`src/sv/aeg_pkg.sv`:
```
// ----------------------------------------------------------------------------
// ADSR envelope gain package
// Shared constants, codes and types for the envelope gain block.
// ----------------------------------------------------------------------------
package aeg_pkg;

   // Q7.20 curve position and per-sample increment.
   localparam int FRAC_BITS = 20;
   localparam int POS_BITS  = 27;
   localparam int INC_BITS  = 27;

   // Configuration port index width and queue geometry.
   localparam int CSR_IDX_W   = 3;
   localparam int QUEUE_DEPTH = 4;
   localparam int QUEUE_PTR_W = 2;
   localparam int QUEUE_CNT_W = 3;

   // Width of the item kind field carried through the queue.
   localparam int KIND_W = 2;

   typedef enum logic [1:0] {
      OP_SAMPLE  = 2'd0,
      OP_RELEASE = 2'd1,
      OP_RESTART = 2'd2,
      OP_UNUSED  = 2'd3
   } opcode_type;

   typedef enum logic [KIND_W-1:0] {
      KIND_SAMPLE  = 2'd0,
      KIND_RELEASE = 2'd1,
      KIND_RESTART = 2'd2
   } kind_type;

   typedef enum logic [1:0] {
      PH_ATTACK  = 2'd0,
      PH_DECAY   = 2'd1,
      PH_SUSTAIN = 2'd2,
      PH_RELEASE = 2'd3
   } phase_type;

   typedef enum logic [CSR_IDX_W-1:0] {
      CSR_ATTACK_STEPS  = 3'd0,
      CSR_DECAY_STEPS   = 3'd1,
      CSR_RELEASE_STEPS = 3'd2,
      CSR_ATTACK_INC    = 3'd3,
      CSR_DECAY_INC     = 3'd4,
      CSR_RELEASE_INC   = 3'd5
   } csr_index_type;

   localparam logic [INC_BITS-1:0] INC_RESET = 27'd16384;

   typedef struct packed {
      logic [INC_BITS-1:0] attack_inc;
      logic [INC_BITS-1:0] decay_inc;
      logic [INC_BITS-1:0] release_inc;
   } inc_cfg_type;

   typedef struct packed {
      logic can_push;
      logic has_item;
   } queue_status_type;

endpackage

```
`src/sv/aeg_channels.sv`:
```
// ----------------------------------------------------------------------------
// ADSR envelope gain channels
// Valid/ready channel bundles for the request and response sides.
// ----------------------------------------------------------------------------
interface aeg_req_if #(parameter int SAMPLE_BITS = 32);
   logic                          valid;
   logic                          ready;
   logic [1:0]                    opcode;
   logic signed [SAMPLE_BITS-1:0] sample_in;
   logic                          block_end;

   modport source (output valid, output opcode, output sample_in, output block_end,
                   input ready);
   modport sink (input valid, input opcode, input sample_in, input block_end,
                 output ready);
endinterface

interface aeg_rsp_if #(parameter int SAMPLE_BITS = 32);
   logic                          valid;
   logic                          ready;
   logic signed [SAMPLE_BITS-1:0] sample_out;
   logic [1:0]                    phase_now;
   logic                          finished;
   logic                          block_end_out;

   modport source (output valid, output sample_out, output phase_now, output finished,
                   output block_end_out, input ready);
   modport sink (input valid, input sample_out, input phase_now, input finished,
                 input block_end_out, output ready);
endinterface

```
`src/sv/aeg_front.sv`:
```
// ----------------------------------------------------------------------------
// ADSR envelope gain front end
// Accepts request transfers, classifies the opcode and feeds the queue.
// ----------------------------------------------------------------------------
module aeg_front #(
   parameter int SAMPLE_BITS = 32
) (
   input  logic                                   clock,
   input  logic                                   reset,
   aeg_req_if.sink                                req_chan,
   input  aeg_pkg::queue_status_type              q_status,
   output logic                                   push_valid,
   output logic [aeg_pkg::KIND_W+SAMPLE_BITS:0]   push_data
);

   localparam int ENTRY_W = aeg_pkg::KIND_W + SAMPLE_BITS + 1;

   logic               hold_valid_ff, hold_valid_in;
   logic [ENTRY_W-1:0] hold_data_ff, hold_data_in;
   logic               accept;
   logic               keep;
   aeg_pkg::kind_type  kind;

   // The unused opcode is dropped here and never reaches the queue.
   always_comb begin
      keep = 1'b1;
      kind = aeg_pkg::KIND_SAMPLE;
      case (req_chan.opcode)
         aeg_pkg::OP_SAMPLE:  kind = aeg_pkg::KIND_SAMPLE;
         aeg_pkg::OP_RELEASE: kind = aeg_pkg::KIND_RELEASE;
         aeg_pkg::OP_RESTART: kind = aeg_pkg::KIND_RESTART;
         default:             keep = 1'b0;
      endcase
   end

   assign req_chan.ready = !hold_valid_ff || q_status.can_push;
   assign accept         = req_chan.valid && req_chan.ready;

   always_comb begin
      hold_valid_in = hold_valid_ff;
      hold_data_in  = hold_data_ff;
      if (accept) begin
         hold_valid_in = keep;
         hold_data_in  = {kind, req_chan.block_end, req_chan.sample_in};
      end else if (q_status.can_push) begin
         hold_valid_in = 1'b0;
      end
   end

   always_ff @(posedge clock) begin
      if (reset) begin
         hold_valid_ff <= 1'b0;
      end else begin
         hold_valid_ff <= hold_valid_in;
      end
      hold_data_ff <= hold_data_in;
   end

   assign push_valid = hold_valid_ff;
   assign push_data  = hold_data_ff;

endmodule

```
`src/sv/aeg_queue.sv`:
```
// ----------------------------------------------------------------------------
// ADSR envelope gain queue
// Short first-in first-out buffer between the front end and the back end.
// ----------------------------------------------------------------------------
module aeg_queue #(
   parameter int WIDTH = 35
) (
   input  logic                          clock,
   input  logic                          reset,
   input  logic                          push_valid,
   input  logic [WIDTH-1:0]              push_data,
   input  logic                          pop,
   output logic [WIDTH-1:0]              pop_data,
   output aeg_pkg::queue_status_type     q_status
);

   logic [WIDTH-1:0]                  entry_ff [aeg_pkg::QUEUE_DEPTH];
   logic [aeg_pkg::QUEUE_PTR_W-1:0]   wr_ptr_ff, wr_ptr_in;
   logic [aeg_pkg::QUEUE_PTR_W-1:0]   rd_ptr_ff, rd_ptr_in;
   logic [aeg_pkg::QUEUE_CNT_W-1:0]   count_ff, count_in;
   logic                              do_push, do_pop;

   assign q_status.can_push = count_ff != aeg_pkg::QUEUE_CNT_W'(aeg_pkg::QUEUE_DEPTH);
   assign q_status.has_item = count_ff != '0;

   assign do_push = push_valid && q_status.can_push;
   assign do_pop  = pop && q_status.has_item;

   always_comb begin
      wr_ptr_in = do_push ? wr_ptr_ff + 1'b1 : wr_ptr_ff;
      rd_ptr_in = do_pop ? rd_ptr_ff + 1'b1 : rd_ptr_ff;
      count_in  = count_ff;
      if (do_push && !do_pop) begin
         count_in = count_ff + 1'b1;
      end else if (do_pop && !do_push) begin
         count_in = count_ff - 1'b1;
      end
   end

   always_ff @(posedge clock) begin
      if (reset) begin
         wr_ptr_ff <= '0;
         rd_ptr_ff <= '0;
         count_ff  <= '0;
      end else begin
         wr_ptr_ff <= wr_ptr_in;
         rd_ptr_ff <= rd_ptr_in;
         count_ff  <= count_in;
      end
      if (do_push) begin
         entry_ff[wr_ptr_ff] <= push_data;
      end
   end

   assign pop_data = entry_ff[rd_ptr_ff];

`ifndef ASSERT_OFF
   property p_no_overfill;
      @(posedge clock) disable iff (reset)
      count_ff <= aeg_pkg::QUEUE_CNT_W'(aeg_pkg::QUEUE_DEPTH);
   endproperty
   a_no_overfill: assert property (p_no_overfill)
      else $error("queue holds more entries than its depth");

   property p_count_tracks;
      @(posedge clock) disable iff (reset)
      (do_push && !do_pop) |=> count_ff == $past(count_ff) + 1'b1;
   endproperty
   a_count_tracks: assert property (p_count_tracks)
      else $error("queue count did not follow a lone push");
`endif

endmodule

```
`src/sv/aeg_back.sv`:
```
// ----------------------------------------------------------------------------
// ADSR envelope gain back end
// Holds the envelope state, resolves the phase, and scales each sample.
// ----------------------------------------------------------------------------
module aeg_back #(
   parameter int CURVE_POINTS = 64,
   parameter int STEP_BITS    = 24,
   parameter int SAMPLE_BITS  = 32,
   parameter int GAIN_SHIFT   = 7
) (
   input  logic                                  clock,
   input  logic                                  reset,
   input  aeg_pkg::queue_status_type             q_status,
   input  logic [aeg_pkg::KIND_W+SAMPLE_BITS:0]  pop_data,
   output logic                                  pop,
   input  logic [STEP_BITS-1:0]                  attack_steps,
   input  logic [STEP_BITS-1:0]                  decay_steps,
   input  logic [STEP_BITS-1:0]                  release_steps,
   input  aeg_pkg::inc_cfg_type                  inc_cfg,
   aeg_rsp_if.source                             rsp_chan
);

   localparam int ENTRY_W = aeg_pkg::KIND_W + SAMPLE_BITS + 1;
   localparam int IDX_W   = $clog2(CURVE_POINTS);
   localparam int IP_W    = aeg_pkg::POS_BITS - aeg_pkg::FRAC_BITS;
   localparam int PROD_W  = SAMPLE_BITS + IDX_W + 1 + GAIN_SHIFT;
   localparam logic [IDX_W-1:0] IDX_MAX = IDX_W'(CURVE_POINTS - 1);

   // Envelope state.
   aeg_pkg::phase_type            phase_ff, phase_in;
   logic                          pending_ff, pending_in;
   logic [STEP_BITS-1:0]          step_ff, step_in;
   logic [aeg_pkg::POS_BITS-1:0]  pos_ff, pos_in;

   // Stage A: resolved gain factor and sample.
   logic                          a_valid_ff, a_valid_in;
   logic signed [SAMPLE_BITS-1:0] a_sample_ff;
   logic [IDX_W-1:0]              a_factor_ff;
   logic                          a_pass_ff;
   logic                          a_zero_ff;
   aeg_pkg::phase_type            a_phase_ff;
   logic                          a_blk_ff;

   // Output register.
   logic                          rsp_valid_ff, rsp_valid_in;
   logic signed [SAMPLE_BITS-1:0] rsp_sample_ff;
   aeg_pkg::phase_type            rsp_phase_ff;
   logic                          rsp_finished_ff;
   logic                          rsp_blk_ff;

   logic                          b_adv, a_adv;
   aeg_pkg::kind_type             kind;
   logic                          blk;
   logic signed [SAMPLE_BITS-1:0] smp;

   aeg_pkg::phase_type            ph;
   logic                          fresh;
   logic [STEP_BITS-1:0]          cur_steps;
   logic [aeg_pkg::INC_BITS-1:0]  cur_inc;
   logic [STEP_BITS-1:0]          base_step;
   logic [aeg_pkg::POS_BITS-1:0]  base_pos;
   logic                          done;
   logic [aeg_pkg::POS_BITS-1:0]  pos_sum;
   logic [STEP_BITS-1:0]          step_inc;

   logic [IP_W-1:0]               ip;
   logic [31:0]                   ip_wide;
   logic [IDX_W-1:0]              idx;
   logic [IDX_W-1:0]              factor;

   logic signed [PROD_W-1:0]      sample_ext, factor_ext, prod, shifted;

   assign kind = aeg_pkg::kind_type'(pop_data[ENTRY_W-1 -: aeg_pkg::KIND_W]);
   assign blk  = pop_data[SAMPLE_BITS];
   assign smp  = pop_data[SAMPLE_BITS-1:0];

   assign b_adv = !rsp_valid_ff || rsp_chan.ready;
   assign a_adv = !a_valid_ff || b_adv;
   assign pop   = q_status.has_item && a_adv;

   // Phase resolution: phases that have run their steps are left before the
   // sample is used, so a phase with zero steps falls straight through.
   always_comb begin
      ph    = phase_ff;
      fresh = 1'b0;
      if (ph == aeg_pkg::PH_ATTACK && step_ff >= attack_steps) begin
         ph    = aeg_pkg::PH_DECAY;
         fresh = 1'b1;
      end
      if (ph == aeg_pkg::PH_DECAY &&
          (fresh ? (decay_steps == '0) : (step_ff >= decay_steps))) begin
         ph    = aeg_pkg::PH_SUSTAIN;
         fresh = 1'b1;
      end
      if (ph == aeg_pkg::PH_SUSTAIN && pending_ff) begin
         ph    = aeg_pkg::PH_RELEASE;
         fresh = 1'b1;
      end
      case (ph)
         aeg_pkg::PH_ATTACK: begin
            cur_steps = attack_steps;
            cur_inc   = inc_cfg.attack_inc;
         end
         aeg_pkg::PH_DECAY: begin
            cur_steps = decay_steps;
            cur_inc   = inc_cfg.decay_inc;
         end
         default: begin
            cur_steps = release_steps;
            cur_inc   = inc_cfg.release_inc;
         end
      endcase
      base_step = fresh ? '0 : step_ff;
      base_pos  = fresh ? '0 : pos_ff;
      done      = base_step >= cur_steps;
      pos_sum   = base_pos + cur_inc;
      step_inc  = base_step + 1'b1;
   end

   // Next envelope state.
   always_comb begin
      phase_in   = phase_ff;
      pending_in = pending_ff;
      step_in    = step_ff;
      pos_in     = pos_ff;
      if (pop) begin
         case (kind)
            aeg_pkg::KIND_RELEASE: pending_in = 1'b1;
            aeg_pkg::KIND_RESTART: begin
               pending_in = 1'b0;
               phase_in   = aeg_pkg::PH_ATTACK;
               step_in    = '0;
               pos_in     = '0;
            end
            aeg_pkg::KIND_SAMPLE: begin
               phase_in = ph;
               if (ph != aeg_pkg::PH_SUSTAIN && !done) begin
                  step_in = step_inc;
                  pos_in  = pos_sum;
               end else begin
                  step_in = base_step;
                  pos_in  = base_pos;
               end
            end
            default: ;
         endcase
      end
   end

   // Gain factor from the curve index, clamped to the last curve point.
   always_comb begin
      ip      = pos_sum[aeg_pkg::POS_BITS-1:aeg_pkg::FRAC_BITS];
      ip_wide = 32'(ip);
      idx     = (ip_wide > 32'(CURVE_POINTS - 1)) ? IDX_MAX : ip_wide[IDX_W-1:0];
      factor  = (ph == aeg_pkg::PH_ATTACK) ? idx : IDX_MAX - idx;
   end

   assign a_valid_in   = pop && kind == aeg_pkg::KIND_SAMPLE;
   assign rsp_valid_in = a_valid_ff;

   always_ff @(posedge clock) begin
      if (reset) begin
         phase_ff     <= aeg_pkg::PH_ATTACK;
         pending_ff   <= 1'b0;
         step_ff      <= '0;
         pos_ff       <= '0;
         a_valid_ff   <= 1'b0;
         rsp_valid_ff <= 1'b0;
      end else begin
         phase_ff   <= phase_in;
         pending_ff <= pending_in;
         step_ff    <= step_in;
         pos_ff     <= pos_in;
         if (a_adv) begin
            a_valid_ff <= a_valid_in;
         end
         if (b_adv) begin
            rsp_valid_ff <= rsp_valid_in;
         end
      end
      if (a_adv) begin
         a_sample_ff <= smp;
         a_factor_ff <= factor;
         a_pass_ff   <= ph == aeg_pkg::PH_SUSTAIN;
         a_zero_ff   <= ph != aeg_pkg::PH_SUSTAIN && done;
         a_phase_ff  <= ph;
         a_blk_ff    <= blk;
      end
   end

   // Full-width product, then an arithmetic shift back to sample width.
   always_comb begin
      sample_ext = PROD_W'(a_sample_ff);
      factor_ext = signed'(PROD_W'(a_factor_ff));
      prod       = sample_ext * factor_ext;
      shifted    = prod >>> GAIN_SHIFT;
   end

   always_ff @(posedge clock) begin
      if (b_adv && a_valid_ff) begin
         if (a_pass_ff) begin
            rsp_sample_ff <= a_sample_ff;
         end else if (a_zero_ff) begin
            rsp_sample_ff <= '0;
         end else begin
            rsp_sample_ff <= shifted[SAMPLE_BITS-1:0];
         end
         rsp_phase_ff    <= a_phase_ff;
         rsp_finished_ff <= a_zero_ff;
         rsp_blk_ff      <= a_blk_ff;
      end
   end

   assign rsp_chan.valid         = rsp_valid_ff;
   assign rsp_chan.sample_out    = rsp_sample_ff;
   assign rsp_chan.phase_now     = rsp_phase_ff;
   assign rsp_chan.finished      = rsp_finished_ff;
   assign rsp_chan.block_end_out = rsp_blk_ff;

`ifndef ASSERT_OFF
   property p_finished_is_silent;
      @(posedge clock) disable iff (reset)
      (rsp_valid_ff && rsp_finished_ff) |->
         (rsp_phase_ff == aeg_pkg::PH_RELEASE && rsp_sample_ff == '0);
   endproperty
   a_finished_is_silent: assert property (p_finished_is_silent)
      else $error("finished result not silent or not in release");

   property p_restart_clears;
      @(posedge clock) disable iff (reset)
      (pop && kind == aeg_pkg::KIND_RESTART) |=>
         (phase_ff == aeg_pkg::PH_ATTACK && step_ff == '0 && pos_ff == '0 && !pending_ff);
   endproperty
   a_restart_clears: assert property (p_restart_clears)
      else $error("restart did not return the envelope to attack");

   property p_release_latched;
      @(posedge clock) disable iff (reset)
      (pop && kind == aeg_pkg::KIND_RELEASE) |=> pending_ff;
   endproperty
   a_release_latched: assert property (p_release_latched)
      else $error("release event was not latched");

   property p_stage_a_holds;
      @(posedge clock) disable iff (reset)
      (a_valid_ff && !b_adv) |=> (a_valid_ff && $stable(a_sample_ff));
   endproperty
   a_stage_a_holds: assert property (p_stage_a_holds)
      else $error("stage A item lost while the output was stalled");
`endif

endmodule

```
`src/sv/adsr_envelope_gain.sv`:
```
// ----------------------------------------------------------------------------
// ADSR envelope gain
// Scales an audio sample stream by an attack/decay/sustain/release envelope.
// ----------------------------------------------------------------------------
// Usage: each request transfer on req_chan carries an opcode, a sample and a
// buffer end marker. A sample opcode produces exactly one response transfer
// on rsp_chan with the scaled sample, the phase that was used, the finished
// flag and the copied end marker. Release and restart opcodes update the
// envelope state and produce no response; the unused opcode is dropped.
// A request transfer passes through the front register, the queue, the
// stage A register and the output register before the response is valid.
// Throughput is one item per cycle while the receiver keeps ready high;
// the rate is set by the phase resolution stage, which updates the step
// count and curve position for each sample, and by the single multiplier
// that follows it. Reset restores the configuration registers to their
// defaults (4096 steps and an increment of 16384 per phase), empties the
// queue, and puts the envelope into attack with no release pending.
// When the receiver stalls, the output register holds its result, the
// pipeline and the four-entry queue keep absorbing requests, and req ready
// falls only once the queue and the front register are full.
// Configuration registers are to be written through the csr port only
// while idle; the user must see to this, the block does not enforce it.
// ----------------------------------------------------------------------------
module adsr_envelope_gain #(
   parameter int CURVE_POINTS = 64,
   parameter int STEP_BITS    = 24,
   parameter int SAMPLE_BITS  = 32,
   parameter int GAIN_SHIFT   = 7
) (
   input  logic                               clock,
   input  logic                               reset,
   aeg_req_if.sink                            req_chan,
   aeg_rsp_if.source                          rsp_chan,
   input  logic                               csr_write_enable,
   input  logic [aeg_pkg::CSR_IDX_W-1:0]      csr_index,
   input  logic [((STEP_BITS > aeg_pkg::INC_BITS) ? STEP_BITS : aeg_pkg::INC_BITS)-1:0]
                                              csr_write_data
);

   localparam int ENTRY_W = aeg_pkg::KIND_W + SAMPLE_BITS + 1;

   // Configuration registers.
   logic [STEP_BITS-1:0]         attack_steps_ff, attack_steps_in;
   logic [STEP_BITS-1:0]         decay_steps_ff, decay_steps_in;
   logic [STEP_BITS-1:0]         release_steps_ff, release_steps_in;
   aeg_pkg::inc_cfg_type         inc_cfg_ff, inc_cfg_in;

   // Front end to queue, and queue to back end.
   logic                         push_valid;
   logic [ENTRY_W-1:0]           push_data;
   logic                         pop;
   logic [ENTRY_W-1:0]           pop_data;
   aeg_pkg::queue_status_type    q_status;

   // Register writes land at once; writes to indexes past the last register
   // are ignored.
   always_comb begin
      attack_steps_in  = attack_steps_ff;
      decay_steps_in   = decay_steps_ff;
      release_steps_in = release_steps_ff;
      inc_cfg_in       = inc_cfg_ff;
      if (csr_write_enable) begin
         case (csr_index)
            aeg_pkg::CSR_ATTACK_STEPS:  attack_steps_in  = csr_write_data[STEP_BITS-1:0];
            aeg_pkg::CSR_DECAY_STEPS:   decay_steps_in   = csr_write_data[STEP_BITS-1:0];
            aeg_pkg::CSR_RELEASE_STEPS: release_steps_in = csr_write_data[STEP_BITS-1:0];
            aeg_pkg::CSR_ATTACK_INC:
               inc_cfg_in.attack_inc  = csr_write_data[aeg_pkg::INC_BITS-1:0];
            aeg_pkg::CSR_DECAY_INC:
               inc_cfg_in.decay_inc   = csr_write_data[aeg_pkg::INC_BITS-1:0];
            aeg_pkg::CSR_RELEASE_INC:
               inc_cfg_in.release_inc = csr_write_data[aeg_pkg::INC_BITS-1:0];
            default: ;
         endcase
      end
   end

   always_ff @(posedge clock) begin
      if (reset) begin
         attack_steps_ff        <= STEP_BITS'(4096);
         decay_steps_ff         <= STEP_BITS'(4096);
         release_steps_ff       <= STEP_BITS'(4096);
         inc_cfg_ff.attack_inc  <= aeg_pkg::INC_RESET;
         inc_cfg_ff.decay_inc   <= aeg_pkg::INC_RESET;
         inc_cfg_ff.release_inc <= aeg_pkg::INC_RESET;
      end else begin
         attack_steps_ff  <= attack_steps_in;
         decay_steps_ff   <= decay_steps_in;
         release_steps_ff <= release_steps_in;
         inc_cfg_ff       <= inc_cfg_in;
      end
   end

   // The front end classifies each request transfer and registers it.
   aeg_front #(
      .SAMPLE_BITS (SAMPLE_BITS)
   ) u_front (
      .clock      (clock),
      .reset      (reset),
      .req_chan   (req_chan),
      .q_status   (q_status),
      .push_valid (push_valid),
      .push_data  (push_data)
   );

   // The queue lets the front keep taking requests while the back end waits
   // on a stalled receiver.
   aeg_queue #(
      .WIDTH (ENTRY_W)
   ) u_queue (
      .clock      (clock),
      .reset      (reset),
      .push_valid (push_valid),
      .push_data  (push_data),
      .pop        (pop),
      .pop_data   (pop_data),
      .q_status   (q_status)
   );

   // The back end owns the envelope state and produces the responses.
   aeg_back #(
      .CURVE_POINTS (CURVE_POINTS),
      .STEP_BITS    (STEP_BITS),
      .SAMPLE_BITS  (SAMPLE_BITS),
      .GAIN_SHIFT   (GAIN_SHIFT)
   ) u_back (
      .clock         (clock),
      .reset         (reset),
      .q_status      (q_status),
      .pop_data      (pop_data),
      .pop           (pop),
      .attack_steps  (attack_steps_ff),
      .decay_steps   (decay_steps_ff),
      .release_steps (release_steps_ff),
      .inc_cfg       (inc_cfg_ff),
      .rsp_chan      (rsp_chan)
   );

endmodule
```
`src/flat_wrapper.sv`:
```
// flat-port wrapper written by rule: the top's interface ports become plain ports
module adsr_envelope_gain_flat 
#(
   parameter int CURVE_POINTS = 64,
   parameter int STEP_BITS    = 24,
   parameter int SAMPLE_BITS  = 32,
   parameter int GAIN_SHIFT   = 7
)
  (clock, reset, csr_write_enable, csr_index, csr_write_data, req_chan_valid, req_chan_opcode, req_chan_sample_in, req_chan_block_end, req_chan_ready, rsp_chan_valid, rsp_chan_sample_out, rsp_chan_phase_now, rsp_chan_finished, rsp_chan_block_end_out, rsp_chan_ready);
  aeg_req_if #(.SAMPLE_BITS(SAMPLE_BITS)) req_chan_i ();
  aeg_rsp_if #(.SAMPLE_BITS(SAMPLE_BITS)) rsp_chan_i ();
  input  logic clock;
  input  logic reset;
  input  logic csr_write_enable;
  input  logic [aeg_pkg::CSR_IDX_W-1:0] csr_index;
  input  logic [((STEP_BITS > aeg_pkg::INC_BITS) ? STEP_BITS : aeg_pkg::INC_BITS)-1:0] csr_write_data;
  input wire logic [$bits(req_chan_i.valid)-1:0] req_chan_valid;
  input wire logic [$bits(req_chan_i.opcode)-1:0] req_chan_opcode;
  input wire logic [$bits(req_chan_i.sample_in)-1:0] req_chan_sample_in;
  input wire logic [$bits(req_chan_i.block_end)-1:0] req_chan_block_end;
  output wire logic [$bits(req_chan_i.ready)-1:0] req_chan_ready;
  output wire logic [$bits(rsp_chan_i.valid)-1:0] rsp_chan_valid;
  output wire logic [$bits(rsp_chan_i.sample_out)-1:0] rsp_chan_sample_out;
  output wire logic [$bits(rsp_chan_i.phase_now)-1:0] rsp_chan_phase_now;
  output wire logic [$bits(rsp_chan_i.finished)-1:0] rsp_chan_finished;
  output wire logic [$bits(rsp_chan_i.block_end_out)-1:0] rsp_chan_block_end_out;
  input wire logic [$bits(rsp_chan_i.ready)-1:0] rsp_chan_ready;
  assign req_chan_i.valid = req_chan_valid;
  assign req_chan_i.opcode = req_chan_opcode;
  assign req_chan_i.sample_in = req_chan_sample_in;
  assign req_chan_i.block_end = req_chan_block_end;
  assign req_chan_ready = req_chan_i.ready;
  assign rsp_chan_valid = rsp_chan_i.valid;
  assign rsp_chan_sample_out = rsp_chan_i.sample_out;
  assign rsp_chan_phase_now = rsp_chan_i.phase_now;
  assign rsp_chan_finished = rsp_chan_i.finished;
  assign rsp_chan_block_end_out = rsp_chan_i.block_end_out;
  assign rsp_chan_i.ready = rsp_chan_ready;
  adsr_envelope_gain #(.CURVE_POINTS(CURVE_POINTS), .STEP_BITS(STEP_BITS), .SAMPLE_BITS(SAMPLE_BITS), .GAIN_SHIFT(GAIN_SHIFT)) u_core (.clock(clock), .reset(reset), .req_chan(req_chan_i), .rsp_chan(rsp_chan_i), .csr_write_enable(csr_write_enable), .csr_index(csr_index), .csr_write_data(csr_write_data));
endmodule
```
`config.mk`:
```
export PLATFORM = sky130hd
export DESIGN_NAME = adsr_envelope_gain_flat
export DESIGN_NICKNAME = d
export VERILOG_FILES = /design/src/sv/aeg_pkg.sv /design/src/sv/aeg_channels.sv /design/src/sv/aeg_front.sv /design/src/sv/aeg_queue.sv /design/src/sv/aeg_back.sv /design/src/sv/adsr_envelope_gain.sv /design/src/flat_wrapper.sv
export SDC_FILE = /design/constraint.sdc
export NUM_CORES = 1
export LEC_CHECK = 0
export BUFFER_PORTS_ARGS = -buffer_cell sky130_fd_sc_hd__buf_2
export CAP_MARGIN = 20
export CORE_UTILIZATION = 65
export DETAILED_ROUTE_END_ITERATION = 8
export GPL_TIMING_DRIVEN = 0
export PLACE_DENSITY_LB_ADDON = 0.3
export SYNTH_ARGS = -nofsm -noshare
export SYNTH_HDL_FRONTEND = slang
export SYNTH_SLANG_ARGS = --single-unit
```
`constraint.sdc`:
```
create_clock -name clock -period 12.4 [get_ports clock]
set_input_delay 1.86 -clock clock [delete_from_list [all_inputs] [get_ports clock]]
set_output_delay 1.86 -clock clock [all_outputs]
set_load 0.01 [all_outputs]
```
-- Word-level counts from Yosys, hierarchy flattened
Memory sizes are Yosys's and may differ from the RTL's. A register that Yosys moved wholly into a read port is not among the register bits.
Cells that the tools add are included.
- memories: 1
- output and inout bits: 38
- bits in read-only memories: 0
- register bits: 331
- bits in writable memories: 140
- bits in latches: 0
- shift operators: 0
- $lt $le $gt $ge: 4
- bitwise operators: 0
- multipliers: 1
- multiplexer cells: 31
- div/mod/pow operators: 0
- add/subtract/negate cells: 7
- eq/ne operators: 15
- reduce and logical (&&, ||, !) cells: 42
- memories (memory ; depth ; width ; rd ports ; clocked after Yosys merged registers in ; wr ports ; line ; source):
    u_core.u_queue.entry_ff ; 4 ; 35 ; 1 ; 1 ; 1 ; aeg_queue.sv:17 ; logic [WIDTH-1:0] entry_ff [aeg_pkg::QUEUE_DEPTH];
- operators by type and width (operator ; count):
    case mux 27 bit (2 select lines) ; 2
    case mux 24 bit (2 select lines) ; 2
    greater-or-equal comparator 24 bit ; 3
    2-to-1 mux 32 bit ; 2
    2-to-1 mux 27 bit ; 2
    2-to-1 mux 24 bit ; 2
    multiplier 32 x 7 -> 39 bit ; 1
    adder 27 bit ; 1
    adder 24 x 1 -> 24 bit, second input constant ; 1
    logical NOT 24 bit ; 1
    AND reduction 2 bit ; 8
    logical AND 1 bit ; 13
    2-to-1 mux 6 bit ; 2
    2-to-1 mux 2 bit ; 5
    2-to-1 mux 1 bit ; 9
    == test 2 x 1 -> 1 bit, second input constant ; 4
    == test 2 bit, second input constant ; 4
    logical NOT 2 bit ; 4
    case mux 2 bit (2 select lines) ; 2
    nonzero test 2 bit ; 4
    greater-than comparator 7 x 6 -> 1 bit, second input constant ; 1
    == test 3 x 2 -> 1 bit, second input constant ; 2
    == test 3 bit, second input constant ; 2
    logical NOT 1 bit ; 6
    other kinds (13) ; 17

-- Longest topological paths before layout
Gate-level depths: netlist of run 1.
- depth after elaboration: 16
- depth in mapped cells: 28
- depth with buffers taken out: 25

-- Modules after synthesis
A second synthesis of run 1 with hierarchy kept.
- cells, all modules: 2475
- area total of the unflattened synthesis: 28471.1 µm²
- modules (own cells, without submodules) (module ; area each (µm²) ; cells each ; sequential area each (µm²) ; instances):
    aeg_back ; 15777.6 ; 1665 ; 3493.4 ; 1
    adsr_envelope_gain ; 6002.0 ; 537 ; 3062.9 ; 1
    aeg_queue ; 5567.8 ; 231 ; 4384.2 ; 1
    aeg_front ; 1123.6 ; 42 ; 1071.0 ; 1

-- Worst setup path after synthesis of run 1
Ideal clock, no wire load.
- kind: reg2reg
- from: register u_core.u_back.a_factor_ff[2]
- to: register u_core.u_back.rsp_sample_ff[29], in the netlist u_core.u_back.rsp_chan.sample_out[29] (data pin)
- buffers on the path: 1
- data arrival time: 5.132 ns
- path slack: 7.012 ns
- clock period less this slack: 5.388 ns
- cell stages (with the launch flop): 20
- path through: edfxtp_1 -> clkbuf_1 -> and2_1 -> fa_1 -> inv_1 -> fa_1 -> fa_1 -> inv_1 -> fa_1 -> ha_1 -> or3_1 -> o21a_2 -> a221o_1 -> a211oi_2 -> o32ai_1 -> o41ai_4 -> o21bai_2 -> a21oi_2 -> xnor2_1 -> a22o_1
- cells in the longest elaborated chain, start to end: 3
- ends and longest elaborated chain (item ; line ; source):
    from (decl) ; aeg_back.sv:38 ; logic [IDX_W-1:0] a_factor_ff;
    from (signal assigned) ; aeg_back.sv:183 ; a_factor_ff <= factor;
    multiplier 32 x 7 -> 39 bit ; aeg_back.sv:195 ; prod = sample_ext * factor_ext;
    2-to-1 mux 32 bit ; aeg_back.sv:203 ; end else if (a_zero_ff) begin
    2-to-1 mux 32 bit ; aeg_back.sv:201 ; if (a_pass_ff) begin
    to (signal assigned) ; aeg_back.sv:202 ; rsp_sample_ff <= a_sample_ff;
    to (signal assigned) ; aeg_back.sv:206 ; rsp_sample_ff <= shifted[SAMPLE_BITS-1:0];
    to (decl) ; aeg_back.sv:46 ; logic signed [SAMPLE_BITS-1:0] rsp_sample_ff;
Every way passes these cells.
A chain may end at the register's enable or synchronous reset.

-- Worst setup path after layout of run 1
- from: register u_core.decay_steps_ff[17]
- to: register u_core.u_back.a_factor_ff[5] (data pin)
- cells in the longest elaborated chain, start to end: 14
- elaborated cells between the ends (all ways): 19
- ends and longest elaborated chain (item ; line ; source):
    from (decl) ; adsr_envelope_gain.sv:44 ; logic [STEP_BITS-1:0] decay_steps_ff, decay_steps_in;
    from (signal assigned) ; adsr_envelope_gain.sv:88 ; decay_steps_ff <= decay_steps_in;
    greater-or-equal comparator 24 bit or logical NOT 24 bit (tied branches) ; aeg_back.sv:91 ; (fresh ? (decay_steps == '0) : (step_ff >= decay_steps))) begin
    2-to-1 mux 1 bit * ; aeg_back.sv:91 ;
    logical AND 1 bit * ; aeg_back.sv:90 ; if (ph == aeg_pkg::PH_DECAY &&
    2-to-1 mux 2 bit ; aeg_back.sv:90 ;
    == test 2 bit ; aeg_back.sv:95 ; if (ph == aeg_pkg::PH_SUSTAIN && pending_ff) begin
    logical AND 1 bit ; aeg_back.sv:95 ;
    2-to-1 mux 2 bit ; aeg_back.sv:95 ;
    == test 2 x 1 -> 1 bit or logical NOT 2 bit (tied branches) ; aeg_back.sv:99, aeg_back.sv:155 ;
    case mux 27 bit (2 select lines) ; aeg_back.sv:99 ; case (ph)
    adder 27 bit ; aeg_back.sv:116 ; pos_sum = base_pos + cur_inc;
    greater-than comparator 7 x 6 -> 1 bit ; aeg_back.sv:154 ; idx = (ip_wide > 32'(CURVE_POINTS - 1)) ? IDX_MAX : ip_wide[IDX_W-1:0];
    2-to-1 mux 6 bit ; aeg_back.sv:154 ;
    subtractor 6 bit ; aeg_back.sv:155 ; factor = (ph == aeg_pkg::PH_ATTACK) ? idx : IDX_MAX - idx;
    2-to-1 mux 6 bit * ; aeg_back.sv:155 ;
    named net u_core.u_back.factor[5] ; aeg_back.sv:69 ; logic [IDX_W-1:0] factor;
The timed path passes the listed nets; every way through them passes the cells marked *.

==> results of run 1 <==
[how the worst max path moves through the flow]
stage	from	end	slack, ps	cells after the start
after CTS	u_core.decay_steps_ff[17]$_SDFFE_PP0P_	u_core.u_back.a_factor_ff[0]$_DFFE_PN_	5690	26
final	u_core.decay_steps_ff[17]$_SDFFE_PP0P_	u_core.u_back.a_factor_ff[5]$_DFFE_PN_	5490	26
after global routing	u_core.decay_steps_ff[17]$_SDFFE_PP0P_	u_core.u_back.a_factor_ff[0]$_DFFE_PN_	5120	26
after detailed placement	u_core.decay_steps_ff[17]$_SDFFE_PP0P_	u_core.u_back.a_factor_ff[2]$_DFFE_PN_	5680	26
after floorplan	u_core.u_back.a_factor_ff[2]$_DFFE_PN_	u_core.u_back.rsp_chan.sample_out[29]$_DFFE_PP_	7010	19
after global placement	u_core.u_back.step_ff[20]$_SDFFE_PP0P_	u_core.u_back.a_factor_ff[3]$_DFFE_PN_	5860	25
[power breakdown]
part / internal [W] / switching (W) / leakage (nW) / total [W]
clock network: 0.000831 / 0.000642 / 0.781 / 0.00147
logic: 0.000701 / 0.000953 / 7.44 / 0.00165
registers: 0.00185 / 0.000194 / 4.19 / 0.00205
total: 0.00338 / 0.00179 / 12.4 / 0.00517
[metal layers]
layer  track usage  vias up
met3       0.08956      179
li1              -     9534
met1        0.4726    10089
met4        0.1308        2
met5             0        -
met2        0.5453     1029
[cell usage after synthesis (11+ instances only)]
library cell	n	share of area
a21o_1	32	0.0089
a21oi_1	248	0.046
a22o_1	53	0.017
a31oi_1	15	0.0035
and2_1	161	0.037
and3_1	12	0.0028
buf_2	11	0.0020
clkbuf_1	104	0.014
dfxtp_1	219	0.16
edfxtp_1	254	0.28
fa_1	132	0.098
ha_1	182	0.084
inv_1	151	0.021
mux4_2	35	0.029
nand2_1	456	0.063
nand2b_1	11	0.0025
nand3_1	32	0.0059
nand4_1	23	0.0053
nor2_1	150	0.021
nor2b_1	18	0.0042
nor3_1	21	0.0039
nor4_1	11	0.0025
o21ai_0	52	0.0096
o21ai_1	27	0.0050
o22ai_1	32	0.0074
xnor2_1	49	0.016
xor2_1	19	0.0061
[final cells by class]
class                   count  area, um2
multi-input cells        1895      14030
flip-flops and latches    473      12010
fillers                  2919      10990
clock buffers              67       1344
well taps                 532      665.6
repair buffers            109      590.6
inverters                 152      570.5
plain buffers             120      467.9
clock inverters            22      251.5
diodes                      1      2.502
[per-stage QoR]
step	total power (W)	setup WS, ps
2_1_floorplan	0.003180	7012
3_3_place_gp	0.003598	5862
3_5_place_dp	0.003686	5683
4_1_cts	0.005170	5694
5_1_grt	0.005431	5118
6_report	0.005173	5488
[cell families (layout without fill, tap and decap cells)]
kind of cell	Yosys count	in the layout	share of synthesized area
AND/OR/NAND/NOR	923	923	0.1558
flip-flops	473	473	0.4439
adder cells (fa/ha/maj)	314	314	0.1818
XOR/XNOR	69	69	0.02261
buffers and inverters	272	470	0.03838
multiplexers	43	43	0.03227
AO/OA/AOI/OAI	546	546	0.1253
other	0	1	0
[critical path: stages, from the launching register on]
cell and delay, ps:
dfxtp_1 390, inv_1 70, ha_1 290, a21oi_1 130, nor2_1 60, a211oi_1 340
o211ai_1 230, nor2_1 320, mux2_2 240, o21a_1 310, buf_2 300, buf_2 270
clkbuf_1 550, and2_1 230, ha_1 220, fa_1 290, a211o_1 160, o211ai_1 130
a2111o_1 420, a31oi_1 350, o21a_1 190, o21ai_1 80, a21oi_1 260, a31oi_1 170
xnor2_2 340, nor2_1 110, xnor2_1 170
[registers in the layout, indices dropped and copies added (netlist names), 2 cells and up, named ones only]
register / count
u_core.release_steps_ff: 24
u_core.u_queue.rd_ptr_ff: 2
u_core.u_back.a_sample_ff: 32
u_core.u_front.push_data: 35
u_core.u_queue.wr_ptr_ff: 2
u_core.inc_cfg_ff: 81
u_core.decay_steps_ff: 24
u_core.u_back.rsp_chan.sample_out: 32
u_core.u_queue.entry_ff: 140
u_core.u_queue.count_ff: 3
u_core.u_back.phase_ff: 2
u_core.attack_steps_ff: 24
u_core.u_back.rsp_chan.phase_now: 2
u_core.u_back.a_factor_ff: 6
u_core.u_back.pos_ff: 27
u_core.u_back.a_phase_ff: 2
u_core.u_back.step_ff: 24
==> flow_summary.ini, run 1 <==
[status]
outcome = finished, final reports clean

[die]
die_w_um = 206.0
fp.dieH_um = 206.0
rows = 74
dieArea_um2 = 42450
coreArea_um2 = 40920
start_util = 0.6612
ioPinCount = 108

[cts]
clk_pin_slew_worst_paths_ps = 70
cts_tree = built
h-tree-depth = 2
clock_latency_ps = 620
ctsResizeCount = 0
cts_root_buffer = clkbuf_16
cts_buffers = 48
clock-sinks = 473
cts_hold_buf = 0
cts_buffer_depth = 3
postCtsSetupBuffers = 0

[route]
avgRoutedWirePerCell_um = 21.61
drt-initial-drc-count = 1998
topRoutingLayerUsed = met5
num_vias = 20833
drc = 0
wl_met1_um = 29350
dr_wl_met3_um = 7356
first_pass_iters = 8
viasPerCell = 6.180
drt_wl_total_um = 72840
wl_met2_um = 33640
antenna_left = 0

[critical_path]
path_max_fanout = 10
end_kind = flop
required_ps = 12740
reg2reg_slack_ps = 5490
cp.arrival_ps = 7250
r2r_cells = 26
r2r-start = u_core.decay_steps_ff[17]$_SDFFE_PP0P_
critical_path_class = flop to flop
rr_endpoint = u_core.u_back.a_factor_ff[5]$_DFFE_PN_
critPathLaunchType = flop

[timing]
setup_viol = 0
fin_crit_sh = 0.5574
fin_crit_ps = 6912
final-hold-violation-count = 0
relSlewSlack = 0.2713
tightest_slew_ps = 1089
slew_viol_final = 0
fin_skew_ps = 15.63
final.setup.tns_ps = 0
fmax_ghz = 0.1447
holdWs_ps = 433.9
rsz0062_at_grt = false

[min_path]
hold_path_depth = 0
hold_start = u_core.u_back.a_phase_ff[0]$_DFFE_PN_
whs_endpoint = u_core.u_back.rsp_chan.phase_now[0]$_DFFE_PP_
hold_class = flop to flop

[grt]
grt_pass1_vias = 20623
grt_pass1_wl_um = 112000
grt_max_degree = 44
antenna_found_initial = 1
grt.total_usage = 0.3500
grt.overflow.total = 0

[placement]
hpwl_um = 52980
gp_congestion = 0.9626
port_buffers = 106
placed_area_um2 = 28330
placed_cells = 3281

[layout]
area_growth_pct = 10.61
post-route-util = 0.7314
drive_above_1_share = 0.09056
final_cells = 3371
layout_commonest_cell = nand2_1
stdcell_area_um2 = 29930
layout_common_cells = 455 x nand2_1, 254 x edfxtp_1, 248 x a21oi_1, 219 x dfxtp_1, 182 x ha_1
final_nets = 3183

[logic_synthesis]
async_reset_ff_frac = 0
synth_cell_type_count = 74
yosysSeqAreaShare = 0.4439
synth_top_flop_cell = edfxtp_1
synth.avg_cell_area_um2 = 10.25
syn_nets = 3024
synth_area_um2 = 27060
ys_seq_elements = 473
synth_edf_count = 254
ys_warn_count = 0
synth_cells = 2640

[flow_run]
drv_cap = 0

[power]
peakVddDrop_uv = 135.8
power_leakage_nw = 12.41
power_density_nw_per_um2 = 172.8
Note: power is estimated with default switching activity, not from simulation.
==> run 2: changes to the inputs <==
--- a/config.mk
+++ b/config.mk
@@ -7,7 +7,7 @@
 export LEC_CHECK = 0
 export BUFFER_PORTS_ARGS = -buffer_cell sky130_fd_sc_hd__buf_2
 export CAP_MARGIN = 20
-export CORE_UTILIZATION = 65
+export CORE_UTILIZATION = 63
 export DETAILED_ROUTE_END_ITERATION = 8
 export GPL_TIMING_DRIVEN = 0
 export PLACE_DENSITY_LB_ADDON = 0.3
==> constraint.sdc (replaced) <==
create_clock -name clock -period 6.4 [get_ports clock]
set_input_delay 0.96 -clock clock [delete_from_list [all_inputs] [get_ports clock]]
set_output_delay 0.96 -clock clock [all_outputs]
set_load 0.01 [all_outputs]
==> run 2 against run 1 <==
  * Sequential cell count is the same
  * Global-route usage decreased by 2.0 points
  * Hold slack got worse by 16 ps
  * Fmax increased by 12%
  * Final area grew 0.65%
  * Via count rose by 0.20%
  * Sequential share of layout area is 0.26 points lower
  * Largest power group unchanged
==> flow_summary.ini, run 2 (synthesis gave the netlist of run 1 again) <==
[status]
outcome = finished, final reports clean

[power]
peakVddDrop_uv = 299.5
seq_power_share = 0.394
pwr-share-comb = 0.317
power_leakage_nw = 12.48
power_density_nw_per_um2 = 333.8
switchingPower_w = 0.003399
clkPwrFrac = 0.289
p_int_w = 0.006656
total_power_w = 0.01006
switching_share = 0.3380

[min_path]
hold_class = flop to flop
whs_endpoint = u_core.u_back.rsp_chan.phase_now[0]$_DFFE_PP_
hold_start = u_core.u_back.a_phase_ff[0]$_DFFE_PN_
hold_path_depth = 0

[layout]
final_nets = 3185
layout_commonest_cell = nand2_1
n_antenna_cell = 0
largest_register_ffs = 140
area_growth_pct = 11.33
drive_above_1_share = 0.09725
largest_register = u_core.u_queue.entry_ff
layout_common_cells = 455 x nand2_1, 254 x edfxtp_1, 247 x a21oi_1, 218 x dfxtp_1, 182 x ha_1
fill_cells = 2993

[cts]
clk_pin_slew_worst_paths_ps = 60
clock_latency_ps = 610
clock-sinks = 473
cts_tree = built
cts_hold_buf = 0
h-tree-depth = 2
cts_root_buffer = clkbuf_16
cts_buffers = 47
postCtsSetupBuffers = 0
cts_buffer_depth = 3

[grt]
antenna_found_initial = 1
grt.overflow.total = 0
grt_pass1_wl_um = 112000
grt_max_degree = 44
grt.total_usage = 0.3304
grt_pass1_vias = 20692

[placement]
hpwl_um = 52300
port_buffers = 106
dp_slack_ps = -174.0
gp_congestion = 0.9855

[route]
drt-initial-drc-count = 1936
wl_met2_um = 32720
avgRoutedWirePerCell_um = 21.06
viasPerCell = 6.181
topRoutingLayerUsed = met4
first_pass_iters = 6
drc = 0
num_vias = 20874
dr_wl_met3_um = 6399
wl_met1_um = 30190
antenna_left = 0
drt_wl_total_um = 71130

[die]
start_util = 0.6423
coreArea_um2 = 42130
die_w_um = 209.3
dieArea_um2 = 43790
fp.dieH_um = 209.3
rows = 75
ioPinCount = 108

[critical_path]
critPathBufInv = 2
path_max_fanout = 10
reg2reg_slack_ps = 230
r2r_cells = 19
required_ps = 6720
rr_endpoint = u_core.u_back.rsp_chan.sample_out[31]$_DFFE_PP_
r2r-start = u_core.u_back.a_factor_ff[2]$_DFFE_PN_
max_stage_delay_ps = 540
critical_path_class = flop to flop
cpMostUsedCell = fa_1
cp_slowest_cell = fa_1
crit_family = adder cells
path_cells = clkbuf_1 > nand2_1 > fa_1 > inv_1 > fa_1 > fa_1 > fa_1 > ha_1 > nand2_1 > a21boi_0 > o21ai_0 > a22oi_1 > a31oi_1 > o21ai_2 > nand2_1 > a21oi_1 > a21oi_1 > xnor2_1 > a22o_1
cp.arrival_ps = 6490
critPathLaunchType = flop
end_kind = flop

[timing]
layout_setup_ws_ps = 229.9
final.setup.tns_ps = 0
relSlewSlack = 0.2684
fin_crit_ps = 6170
slew_viol_final = 0
tightest_slew_ps = 1093
fmax_ghz = 0.1621
final-hold-violation-count = 0
fin_crit_sh = 0.9641
setup_viol = 0
holdWs_ps = 417.4
fin_skew_ps = 31.79

[flow_run]
drv_cap = 0
[run 2: cell type report]
cell class,instances,area [um2],area share
Timing Repair Buffer,112,673.1,0.02234
Buffer,120,479.2,0.01591
Sequential cell,473,12010,0.3987
Tap cell,539,674.4,0.02239
Clock buffer,65,1294,0.04294
Inverter,152,570.5,0.01894
Multi-Input combinational cell,1895,14100,0.4681
Clock inverter,21,321.6,0.01067
[run 2: routing by layer]
metal / global-route usage / up-vias
li1: - / 9550
met1: 0.4680 / 10234
met2: 0.5207 / 953
met3: 0.06045 / 137
met4: 0.1009 / 0
met5: 0 / -
[run 2: worst max-delay path by stage]
stage                                                      start                                         endpoint  slack [ps]  depth (start not counted)
final                     u_core.u_back.a_factor_ff[2]$_DFFE_PN_  u_core.u_back.rsp_chan.sample_out[31]$_DFFE_PP_         230                         19
after global routing       u_core.u_back.step_ff[4]$_SDFFE_PP0P_           u_core.u_back.a_factor_ff[3]$_DFFE_PN_          -6                         25
after CTS                 u_core.decay_steps_ff[19]$_SDFFE_PP0P_           u_core.u_back.a_factor_ff[3]$_DFFE_PN_           1                         24
after detailed placement  u_core.u_back.step_ff[17]$_SDFFE_PP0P_           u_core.u_back.a_factor_ff[5]$_DFFE_PN_        -170                         25
after global placement    u_core.u_back.step_ff[17]$_SDFFE_PP0P_           u_core.u_back.a_factor_ff[4]$_DFFE_PN_         -90                         25
after floorplan           u_core.u_back.a_factor_ff[2]$_DFFE_PN_  u_core.u_back.rsp_chan.sample_out[29]$_DFFE_PP_        1010                         19
[run 2: timing repair]
item | CTS | global route
gates resized for setup | 3 | 24
pin swaps | 0 | 2
endpoints found under the setup margin | 15 | 55
hold endpoints to repair | 0 | 0
[run 2: worst register-to-register path, delay by kind of cell, from the launching register on]
kind | cells | cell delay, ps
AOI/OAI and AO/OA | 8 | 2030
xor gates and xnor gates | 1 | 140
adders and majority gates | 5 | 2400
buffers and inverters | 2 | 490
and+or+nand+nor | 3 | 380
DFF | 1 | 440
[run 2: stage by stage]
stage / cell area (um2) / cells / utilization
final: 30130 / 3377 / 0.7150
after global routing: 30130 / 3377 / 0.7150
after CTS: 30050 / 3377 / 0.7132
after detailed placement: 28420 / 3291 / 0.6746
after global placement: 28270 / 3285 / 0.6709
after floorplan: 27060 / 2640 / -
[run 2: power by group through the flow]
stage / Clock [W] / Combinational, W / Sequential, W
floorplan: 0 / 0.00233 / 0.00383
global placement: 0 / 0.00298 / 0.00399
detailed placement: 0 / 0.00313 / 0.00400
CTS: 0.00294 / 0.00317 / 0.00394
global route: 0.00306 / 0.00353 / 0.00398
finish: 0.00291 / 0.00319 / 0.00396
